==> config.mk <==
export PLATFORM = sky130hd
export DESIGN_NAME = timer_pwm_generator_with_deadband_flat
export DESIGN_NICKNAME = d
export VERILOG_FILES = /design/src/design/tpwm_pkg.sv /design/src/design/tpwm_if.sv /design/src/design/tpwm_regs.sv /design/src/design/tpwm_core.sv /design/src/design/tpwm_skid.sv /design/src/design/timer_pwm_generator_with_deadband.sv /design/src/flat_wrapper.sv
export SDC_FILE = /design/constraint.sdc
export NUM_CORES = 1
export LEC_CHECK = 0
export BUFFER_PORTS_ARGS = -buffer_cell sky130_fd_sc_hd__buf_2
export CORE_ASPECT_RATIO = 1.5
export CORE_UTILIZATION = 25
export DETAILED_ROUTE_END_ITERATION = 10
export PLACE_DENSITY = 0.47
export SLEW_MARGIN = 5
export SYNTH_ARGS = -nofsm -noshare
export SYNTH_HDL_FRONTEND = slang
export SYNTH_HIERARCHICAL = 1
export SYNTH_SLANG_ARGS = --single-unit
==> constraint.sdc <==
create_clock -name clk -period 3.2 [get_ports clk]
set_input_delay 0.48 -clock clk [delete_from_list [all_inputs] [get_ports clk]]
set_output_delay 0.48 -clock clk [all_outputs]
set_load 0.005 [all_outputs]
==> src/design/tpwm_pkg.sv <==
// Shared types, constants and register codes of the PWM generator with dead band.
`default_nettype none
package tpwm_pkg;

  localparam int NUM_CHANNELS = 2;
  localparam int CH_BITS      = 1;
  localparam int DUTY_BITS    = 10;
  localparam int DEAD_BITS    = 7;
  localparam int DEADC_BITS   = DEAD_BITS + 2;
  localparam int TIMER_BITS   = 8;
  localparam int CFG_BITS     = 8;
  localparam int IDX_BITS     = 3;

  localparam logic [3:0] PRESCALE_LIMIT_1  = 4'd0;
  localparam logic [3:0] PRESCALE_LIMIT_4  = 4'd3;
  localparam logic [3:0] PRESCALE_LIMIT_16 = 4'd15;

  typedef enum logic [IDX_BITS-1:0] {
    REG_PERIOD      = 3'd0,
    REG_PRESCALE    = 3'd1,
    REG_TIMER_ON    = 3'd2,
    REG_OUTPUT_MODE = 3'd3,
    REG_POLARITY    = 3'd4,
    REG_DEAD_BAND   = 3'd5
  } reg_index_t;

  typedef enum logic [1:0] {
    PRESCALE_DIV1  = 2'd0,
    PRESCALE_DIV4  = 2'd1,
    PRESCALE_DIV16 = 2'd2
  } prescale_code_t;

  typedef enum logic {
    KIND_TICK       = 1'b0,
    KIND_DUTY_WRITE = 1'b1
  } item_kind_t;

  typedef struct packed {
    logic [TIMER_BITS-1:0] period;
    logic [1:0]            prescale_select;
    logic                  timer_on;
    logic                  output_mode;
    logic [1:0]            polarity;
    logic [DEAD_BITS-1:0]  dead_band;
  } cfg_t;

  typedef struct packed {
    logic                 kind;
    logic [CH_BITS-1:0]   channel;
    logic [DUTY_BITS-1:0] duty_value;
  } item_t;

  typedef struct packed {
    logic                  out_a;
    logic                  out_b;
    logic                  out_second;
    logic                  period_match;
    logic [TIMER_BITS-1:0] timer_value;
  } result_t;

endpackage
`default_nettype wire

==> src/design/tpwm_if.sv <==
// Valid/ready channel interfaces for the command and result streams.
`default_nettype none
interface tpwm_cmd_if;
  logic                           valid;
  logic                           ready;
  logic                           kind;
  logic [tpwm_pkg::CH_BITS-1:0]   channel;
  logic [tpwm_pkg::DUTY_BITS-1:0] duty_value;

  modport source (output valid, output kind, output channel, output duty_value, input ready);
  modport sink (input valid, input kind, input channel, input duty_value, output ready);
endinterface

interface tpwm_res_if;
  logic                            valid;
  logic                            ready;
  logic                            out_a;
  logic                            out_b;
  logic                            out_second;
  logic                            period_match;
  logic [tpwm_pkg::TIMER_BITS-1:0] timer_value;

  modport source (output valid, output out_a, output out_b, output out_second,
                  output period_match, output timer_value, input ready);
  modport sink (input valid, input out_a, input out_b, input out_second,
                input period_match, input timer_value, output ready);
endinterface
`default_nettype wire

==> src/design/tpwm_regs.sv <==
// Configuration register file written through the plain write port.
`default_nettype none
module tpwm_regs (
  input  wire logic                              clk,
  input  wire logic                              rst,
  input  wire logic                              cfg_wr_en,
  input  wire logic [tpwm_pkg::IDX_BITS-1:0]     cfg_index,
  input  wire logic [tpwm_pkg::CFG_BITS-1:0]     cfg_data,
  output tpwm_pkg::cfg_t                         cfg
);

  always_ff @(posedge clk) begin
    if (rst) begin
      cfg.period          <= '1;
      cfg.prescale_select <= tpwm_pkg::PRESCALE_DIV1;
      cfg.timer_on        <= 1'b0;
      cfg.output_mode     <= 1'b0;
      cfg.polarity        <= 2'b00;
      cfg.dead_band       <= '0;
    end else if (cfg_wr_en) begin
      unique case (cfg_index)
        tpwm_pkg::REG_PERIOD:      cfg.period          <= cfg_data;
        tpwm_pkg::REG_PRESCALE:    cfg.prescale_select <= cfg_data[1:0];
        tpwm_pkg::REG_TIMER_ON:    cfg.timer_on        <= cfg_data[0];
        tpwm_pkg::REG_OUTPUT_MODE: cfg.output_mode     <= cfg_data[0];
        tpwm_pkg::REG_POLARITY:    cfg.polarity        <= cfg_data[1:0];
        tpwm_pkg::REG_DEAD_BAND:   cfg.dead_band       <= cfg_data[tpwm_pkg::DEAD_BITS-1:0];
        default: ;
      endcase
    end
  end

endmodule
`default_nettype wire

==> src/design/tpwm_core.sv <==
// Prescaler, timer, duty compare and dead-band state, updated once per accepted item.
`default_nettype none
module tpwm_core (
  input  wire logic                 clk,
  input  wire logic                 rst,
  input  wire tpwm_pkg::cfg_t       cfg,
  input  wire logic                 accept,
  input  wire tpwm_pkg::item_t      item,
  output tpwm_pkg::result_t         result
);

  localparam int NC = tpwm_pkg::NUM_CHANNELS;

  logic [3:0]                        prescale_count, prescale_count_next;
  logic [1:0]                        phase_count, phase_count_next;
  logic [tpwm_pkg::TIMER_BITS-1:0]   timer_count, timer_count_next;
  logic [tpwm_pkg::DUTY_BITS-1:0]    duty_buffered [NC];
  logic [tpwm_pkg::DUTY_BITS-1:0]    duty_buffered_next [NC];
  logic [tpwm_pkg::DUTY_BITS-1:0]    duty_latched [NC];
  logic [tpwm_pkg::DUTY_BITS-1:0]    duty_latched_next [NC];
  logic [NC-1:0]                     raw_levels, raw_levels_next;
  logic [tpwm_pkg::DEADC_BITS-1:0]   dead_count, dead_count_next;
  logic [1:0]                        bridge_levels, bridge_levels_next;

  logic [3:0]                        limit;
  logic                              match;
  logic [tpwm_pkg::DUTY_BITS-1:0]    count;
  logic [1:0]                        want;

  always_comb begin
    case (cfg.prescale_select)
      tpwm_pkg::PRESCALE_DIV1: limit = tpwm_pkg::PRESCALE_LIMIT_1;
      tpwm_pkg::PRESCALE_DIV4: limit = tpwm_pkg::PRESCALE_LIMIT_4;
      default:                 limit = tpwm_pkg::PRESCALE_LIMIT_16;
    endcase
  end

  always_comb begin
    prescale_count_next = prescale_count;
    phase_count_next    = phase_count;
    timer_count_next    = timer_count;
    duty_buffered_next  = duty_buffered;
    duty_latched_next   = duty_latched;
    raw_levels_next     = raw_levels;
    dead_count_next     = dead_count;
    bridge_levels_next  = bridge_levels;
    match               = 1'b0;
    count               = '0;
    want                = 2'b01;

    if (item.kind == tpwm_pkg::KIND_DUTY_WRITE) begin
      for (int c = 0; c < NC; c++) begin
        if (item.channel == tpwm_pkg::CH_BITS'(c)) begin
          duty_buffered_next[c] = item.duty_value;
        end
      end
    end else if (!cfg.timer_on) begin
      raw_levels_next    = '0;
      bridge_levels_next = 2'b00;
      dead_count_next    = '0;
    end else begin
      if (prescale_count >= limit) begin
        prescale_count_next = '0;
        if (phase_count == 2'd3) begin
          phase_count_next = '0;
          if (timer_count == cfg.period) begin
            timer_count_next = '0;
            match            = 1'b1;
            for (int c = 0; c < NC; c++) begin
              duty_latched_next[c] = duty_buffered[c];
              raw_levels_next[c]   = (duty_buffered[c] != '0);
            end
          end else begin
            timer_count_next = timer_count + 1'b1;
          end
        end else begin
          phase_count_next = phase_count + 1'b1;
        end
      end else begin
        prescale_count_next = prescale_count + 1'b1;
      end

      count = {timer_count_next, phase_count_next};
      for (int c = 0; c < NC; c++) begin
        if (count == duty_latched_next[c]) begin
          raw_levels_next[c] = 1'b0;
        end
      end

      want = raw_levels_next[0] ? 2'b10 : 2'b01;
      if (!cfg.output_mode) begin
        bridge_levels_next = want;
        dead_count_next    = '0;
      end else if (raw_levels_next[0] != raw_levels[0]) begin
        dead_count_next    = {cfg.dead_band, 2'b00};
        bridge_levels_next = (cfg.dead_band == '0) ? want : 2'b00;
      end else if (dead_count != '0) begin
        dead_count_next = dead_count - 1'b1;
        if (dead_count_next == '0) begin
          bridge_levels_next = want;
        end
      end
    end
  end

  always_comb begin
    result.period_match = match;
    result.timer_value  = timer_count_next;
    result.out_second   = (NC > 1) ? raw_levels_next[NC-1] : 1'b0;
    if (cfg.output_mode) begin
      result.out_a = bridge_levels_next[1] ^ cfg.polarity[1];
      result.out_b = bridge_levels_next[0] ^ cfg.polarity[0];
    end else begin
      result.out_a = raw_levels_next[0] ^ cfg.polarity[1];
      result.out_b = 1'b0;
    end
  end

  always_ff @(posedge clk) begin
    if (rst) begin
      prescale_count <= '0;
      phase_count    <= '0;
      timer_count    <= '0;
      raw_levels     <= '0;
      dead_count     <= '0;
      bridge_levels  <= 2'b00;
      for (int c = 0; c < NC; c++) begin
        duty_buffered[c] <= '0;
        duty_latched[c]  <= '0;
      end
    end else if (accept) begin
      prescale_count <= prescale_count_next;
      phase_count    <= phase_count_next;
      timer_count    <= timer_count_next;
      raw_levels     <= raw_levels_next;
      dead_count     <= dead_count_next;
      bridge_levels  <= bridge_levels_next;
      duty_buffered  <= duty_buffered_next;
      duty_latched   <= duty_latched_next;
    end
  end

endmodule
`default_nettype wire

==> src/design/tpwm_skid.sv <==
// Result register with a skid stage, so that a stalled receiver does not stop intake.
`default_nettype none
module tpwm_skid (
  input  wire logic          clk,
  input  wire logic          rst,
  input  wire logic          push,
  input  wire tpwm_pkg::result_t push_data,
  output logic               push_ready,
  output logic               pop_valid,
  input  wire logic          pop_ready,
  output tpwm_pkg::result_t  pop_data
);

  logic              main_valid;
  tpwm_pkg::result_t main_data;
  logic              skid_valid;
  tpwm_pkg::result_t skid_data;

  assign push_ready = !skid_valid;
  assign pop_valid  = main_valid;
  assign pop_data   = main_data;

  always_ff @(posedge clk) begin
    if (rst) begin
      main_valid <= 1'b0;
      skid_valid <= 1'b0;
    end else if (!main_valid || pop_ready) begin
      if (skid_valid) begin
        main_valid <= 1'b1;
        main_data  <= skid_data;
        skid_valid <= 1'b0;
      end else begin
        main_valid <= push;
        main_data  <= push_data;
      end
    end else if (push) begin
      skid_valid <= 1'b1;
      skid_data  <= push_data;
    end
  end

endmodule
`default_nettype wire

==> src/design/timer_pwm_generator_with_deadband.sv <==
// Top level of the two-channel PWM generator with prescaler and half-bridge dead band.
// The cmd channel carries one item per transfer: either one oscillator tick or a write
// of a channel's buffered duty. Every accepted item yields exactly one result transfer
// on the res channel, giving the pin levels, the period match flag and the timer value
// after that item. Configuration is written through cfg_wr_en, cfg_index and cfg_data,
// one register per clock; the user must write it only while no item is in flight, as
// the block does not enforce this. An item is worked out in the cycle it is accepted
// and its result is registered; one item can be accepted on every clock while the skid
// stage is not full. The single state update per accepted item (prescaler, timer and
// dead-band counter) sets this rate. When the receiver stalls, the result register
// holds, a skid stage takes one more result, and cmd.ready falls only once it is full.
// A synchronous reset restores the register defaults (period 255, timer off, single
// output mode), clears the counters and duties, and empties the result stages.
`default_nettype none
module timer_pwm_generator_with_deadband (
  input  wire logic                          clk,
  input  wire logic                          rst,
  input  wire logic                          cfg_wr_en,
  input  wire logic [tpwm_pkg::IDX_BITS-1:0] cfg_index,
  input  wire logic [tpwm_pkg::CFG_BITS-1:0] cfg_data,
  tpwm_cmd_if.sink                           cmd,
  tpwm_res_if.source                         res
);

  tpwm_pkg::cfg_t    cfg;
  tpwm_pkg::item_t   item;
  tpwm_pkg::result_t result;
  tpwm_pkg::result_t res_data;
  logic              accept;
  logic              push_ready;

  assign item.kind       = cmd.kind;
  assign item.channel    = cmd.channel;
  assign item.duty_value = cmd.duty_value;
  assign cmd.ready       = push_ready;
  assign accept          = cmd.valid && push_ready;

  tpwm_regs u_regs (
    .clk       (clk),
    .rst       (rst),
    .cfg_wr_en (cfg_wr_en),
    .cfg_index (cfg_index),
    .cfg_data  (cfg_data),
    .cfg       (cfg)
  );

  tpwm_core u_core (
    .clk    (clk),
    .rst    (rst),
    .cfg    (cfg),
    .accept (accept),
    .item   (item),
    .result (result)
  );

  tpwm_skid u_skid (
    .clk        (clk),
    .rst        (rst),
    .push       (accept),
    .push_data  (result),
    .push_ready (push_ready),
    .pop_valid  (res.valid),
    .pop_ready  (res.ready),
    .pop_data   (res_data)
  );

  assign res.out_a        = res_data.out_a;
  assign res.out_b        = res_data.out_b;
  assign res.out_second   = res_data.out_second;
  assign res.period_match = res_data.period_match;
  assign res.timer_value  = res_data.timer_value;

endmodule
`default_nettype wire

==> src/flat_wrapper.sv <==
// flat-port wrapper written by rule: the top's interface ports become plain ports
module timer_pwm_generator_with_deadband_flat 
  (clk, rst, cfg_wr_en, cfg_index, cfg_data, cmd_valid, cmd_kind, cmd_channel, cmd_duty_value, cmd_ready, res_valid, res_out_a, res_out_b, res_out_second, res_period_match, res_timer_value, res_ready);
  tpwm_cmd_if cmd_i ();
  tpwm_res_if res_i ();
  input  wire logic clk;
  input  wire logic rst;
  input  wire logic cfg_wr_en;
  input  wire logic [tpwm_pkg::IDX_BITS-1:0] cfg_index;
  input  wire logic [tpwm_pkg::CFG_BITS-1:0] cfg_data;
  input wire logic [$bits(cmd_i.valid)-1:0] cmd_valid;
  input wire logic [$bits(cmd_i.kind)-1:0] cmd_kind;
  input wire logic [$bits(cmd_i.channel)-1:0] cmd_channel;
  input wire logic [$bits(cmd_i.duty_value)-1:0] cmd_duty_value;
  output wire logic [$bits(cmd_i.ready)-1:0] cmd_ready;
  output wire logic [$bits(res_i.valid)-1:0] res_valid;
  output wire logic [$bits(res_i.out_a)-1:0] res_out_a;
  output wire logic [$bits(res_i.out_b)-1:0] res_out_b;
  output wire logic [$bits(res_i.out_second)-1:0] res_out_second;
  output wire logic [$bits(res_i.period_match)-1:0] res_period_match;
  output wire logic [$bits(res_i.timer_value)-1:0] res_timer_value;
  input wire logic [$bits(res_i.ready)-1:0] res_ready;
  assign cmd_i.valid = cmd_valid;
  assign cmd_i.kind = cmd_kind;
  assign cmd_i.channel = cmd_channel;
  assign cmd_i.duty_value = cmd_duty_value;
  assign cmd_ready = cmd_i.ready;
  assign res_valid = res_i.valid;
  assign res_out_a = res_i.out_a;
  assign res_out_b = res_i.out_b;
  assign res_out_second = res_i.out_second;
  assign res_period_match = res_i.period_match;
  assign res_timer_value = res_i.timer_value;
  assign res_i.ready = res_ready;
  timer_pwm_generator_with_deadband u_core (.clk(clk), .rst(rst), .cfg_wr_en(cfg_wr_en), .cfg_index(cfg_index), .cfg_data(cfg_data), .cmd(cmd_i), .res(res_i));
endmodule
==> flow_summary_export.csv <==
group,metric,value,unit
outcome,status,"finished, violations left",
outcome,violations,"setup timing",
logic_synthesis,yosysSeqAreaShare,40.2,%
logic_synthesis,ys_seq_elements,114,
placed_design,placed_area,7310,um^2
timing,setup_viol,16,
timing,finalHoldViolCount,0,
min_path,worst_hold_path.endpoint,"u_core/u_core/duty_buffered[18]",
placed_design,dpl.cell_count,1132,
setup_path,r2r_slack,-0.27,ns
global_route,grt_use_met3,2.87,%
layout,layout_commonest_cell,"nand2_1",
route,antenna_left,0,
die,fp.coreArea,24500,um^2
layout,final_cell_area,8180,um^2
clock_tree,cts_max_path_buffers,2,
power,power_per_cell_area,451,nW/um^2
timing,finalCriticalPeriod,3.47,ns
min_path,hold_class,"input port to flip-flop",
global_route,grt.busiest_layer,"met2",
global_route,grt_usage,15.2,%
global_route,overflow,0,
die,fp.dieH,196,um
clock_tree,htreeDepth,4,
timing,maxSlewHeadroom,26.1,%
logic_synthesis,synth-edff-count,24,
global_route,grt_pass1_vias,5638,
placed_design,dp_hpwl,14200,um
global_route,grt_max_degree,81,
layout,nNetsFinal,877,
clock_tree,cts-root-buf,"clkbuf_16",
setup_path,worstSetupPathType,"flip-flop to flip-flop",
route,num_vias,5583,
layout,area_delta_synth_final,30.4,%
timing,tns,-2.83,ns
logic_synthesis,synth_top_area_share,28.7,%
layout,instances_no_fill,1177,
placed_design,portBuffers,41,
logic_synthesis,synth_top_flop_cell,"dfxtp_1",
timing,setup_ws,-0.274,ns
power,p_leak,3.06,nW
placed_design,gp_congestion,0.880,
setup_path,critPathRequiredTime,3.37,ns
setup_path,critPathMaxFanout,5,
min_path,whs_path_depth,3,
timing,fmax,0.288,GHz
die,rows,70,
global_route,grt_pass1_wl,30000,um
clock_tree,clock_latency,0.43,ns
global_route,met1_usage,15.6,%
layout,fill_cells,2635,
clock_tree,cts_buffers,17,
placed_design,place_ws,-0.375,ns
clock_tree,clk_pin_slew,0.06,ns
global_route,grt_util_met2,28.3,%
clock_tree,tritoncts,"yes",
setup_path,r2r_cells,13,
route,viasPerCell,4.74,
logic_synthesis,synth_cell_types,68,
logic_synthesis,yosysWarnings,6,
layout,diodes,0,
setup_path,cp-start-kind,"flip-flop",
logic_synthesis,synth_area_leaders,"dfxtp_1 29%, edfxtp_1 11%, nand2_1 8.2%",
logic_synthesis,synthCells,738,
min_path,min_from,"cmd_duty_value[8]",
die,initial_utilization,25.6,%
setup_path,r2r_start,"u_core/u_regs/cfg[12]",
setup_path,arrival,3.65,ns
clock_tree,postCtsHoldBufs,0,
layout,layout_common_cells,"136 x nand2_1, 88 x dfxtp_1, 83 x buf_4, 65 x a21oi_1, 49 x nor2_1",
setup_path,endpoint_kind,"flip-flop",
die,io-pin-count,42,
logic_synthesis,netlist_area,6270,um^2
logic_synthesis,synth.avg_cell_area,8.50,um^2
route,wl_per_cell,16.1,um
setup_path,regToRegEndpoint,"u_core/u_skid/pop_data[10]",
timing,tightestPinTransition,1.11,ns
clock_tree,cts.sinks,114,
logic_synthesis,synth_fp_nets,775,
route,drt-pass1-iter-count,4,
power,vdd_ir_drop_max,0.000360,V
timing,grt_setup_unrepaired,"yes",
timing,slew_viol_final,0,
timing,period_share,109,%
timing,finalClockSkew,0.0118,ns
logic_synthesis,async_flop_share,0,%
global_route,antenna_found_initial,0,
route,routed_wirelength,19000,um
die,die_area,25700,um^2
layout,drive_gt1_share,26.6,%
logic_synthesis,synth_top_area_cell,"dfxtp_1",
route,drc_errors,0,
run,maxCapViolations,0,
route,detail_route.iter0.violations,209,
power,power,3.69,mW
die,die_x,131,um
[area by class of cell]
| cell class | count | area [um^2] | area share [%] |
|---|---|---|---|
| Timing Repair Buffer | 132 | 951 | 11.6 |
| Inverter | 19 | 71.3 | 0.872 |
| Sequential cell | 114 | 2520 | 30.9 |
| Clock buffer | 18 | 439 | 5.37 |
| Multi-Input combinational cell | 556 | 3640 | 44.5 |
| Clock inverter | 14 | 151 | 1.85 |
| Tap cell | 324 | 405 | 4.96 |
[state kept, by name, indices dropped and copies added (netlist names)]
register                      count
u_core/u_regs/cfg                21
u_core/u_core/duty_buffered      20
u_core/u_core/duty_latched       20
u_core/u_skid/pop_data           12
u_core/u_skid/skid_data          12
u_core/u_core/dead_count          9
u_core/u_core/timer_count         8
u_core/u_core/prescale_count      4
u_core/u_core/bridge_levels       2
u_core/u_core/phase_count         2
u_core/u_core/raw_levels          2
u_core/u_skid/pop_valid           1
u_core/u_skid/skid_valid          1
[metal layers]
layer | wire length [um] | up-vias
li1 | - | 2822
met1 | 7650 | 2625
met2 | 10000 | 96
met3 | 473 | 40
met4 | 847 | 0
met5 | 0 | -
[cells in the mapped netlist, types with 3 or more instances]
cell type and n:
buf_4 5, dfxtp_1 90, nor3b_1 4, xor2_1 5, nor4b_1 3, nor2_1 49, a21oi_1 66, buf_1 4
nand3_1 22, clkbuf_1 24, nor4_1 10, or3_1 6, edfxtp_1 24, o32ai_1 8, o21ai_0 21, inv_1 19
ha_1 9, o31ai_1 9, and2_1 4, and3_1 6, xnor2_1 23, nor3_1 18, buf_6 6, o21a_1 3
or4_1 3, mux2i_1 35, o22ai_1 4, buf_2 10, nand2_1 137, a31oi_1 7, nand2b_1 29, or2_2 5
nand4_1 3, a311oi_1 4, mux2_2 14
[power breakdown]
group	internal (mW)	switching, mW
Sequential	1.50	0.0210
Combinational	0.110	0.146
Clock	1.17	0.742
[worst max-delay path: stages (launching register included)]
cell	delay (ns)
dfxtp_2	0.32
or2_4	0.26
inv_2	0.06
ha_4	0.12
o211ai_1	0.12
o21a_2	0.28
or4_4	0.49
a22oi_2	0.16
o2111ai_2	0.15
or3_4	0.42
a311o_1	0.30
o21ai_1	0.17
a21boi_2	0.09
mux2_4	0.26
[logic make-up after synthesis]
| logic type | synth area share [%] |
|---|---|
| AND/OR/NAND/NOR | 25.3 |
| AO/OA/AOI/OAI | 14.9 |
| flip-flops | 40.2 |
| buffers and inverters | 5.29 |
| multiplexers | 8.10 |
| XOR/XNOR | 4.43 |
| adder cells (fa/ha/maj) | 1.80 |
[per-stage QoR]
step / util [%] / hold WS, ns
2_1_floorplan: - / 0.431
3_3_place_gp: 29.8 / 0.440
3_5_place_dp: 29.8 / 0.443
4_1_cts: 32.8 / 0.290
5_1_grt: 33.4 / 0.291
6_report: 33.4 / 0.316
[what timing repair did]
item / 4_1_cts / 5_1_grt
buffers inserted: 6 / 7
resized for setup: 21 / 16
pin swaps: 20 / 16
setup endpoints to repair: 16 / 19
[worst max-delay path by stage]
stage / startpoint / endpoint / slack (ns) / cells after the start
2_1_floorplan: u_core/u_regs/cfg[12] / u_core/u_skid/pop_data[11] / -0.17 / 14
3_3_place_gp: u_core/u_regs/cfg[12] / u_core/u_skid/pop_data[11] / -0.34 / 15
3_5_place_dp: u_core/u_regs/cfg[12] / u_core/u_skid/pop_data[11] / -0.38 / 15
4_1_cts: u_core/u_regs/cfg[12] / u_core/u_skid/pop_data[10] / -0.26 / 14
5_1_grt: u_core/u_regs/cfg[12] / u_core/u_skid/pop_data[10] / -0.40 / 13
6_report: u_core/u_regs/cfg[12] / u_core/u_skid/pop_data[10] / -0.27 / 13
Note: power is estimated with default switching activity, not from simulation.
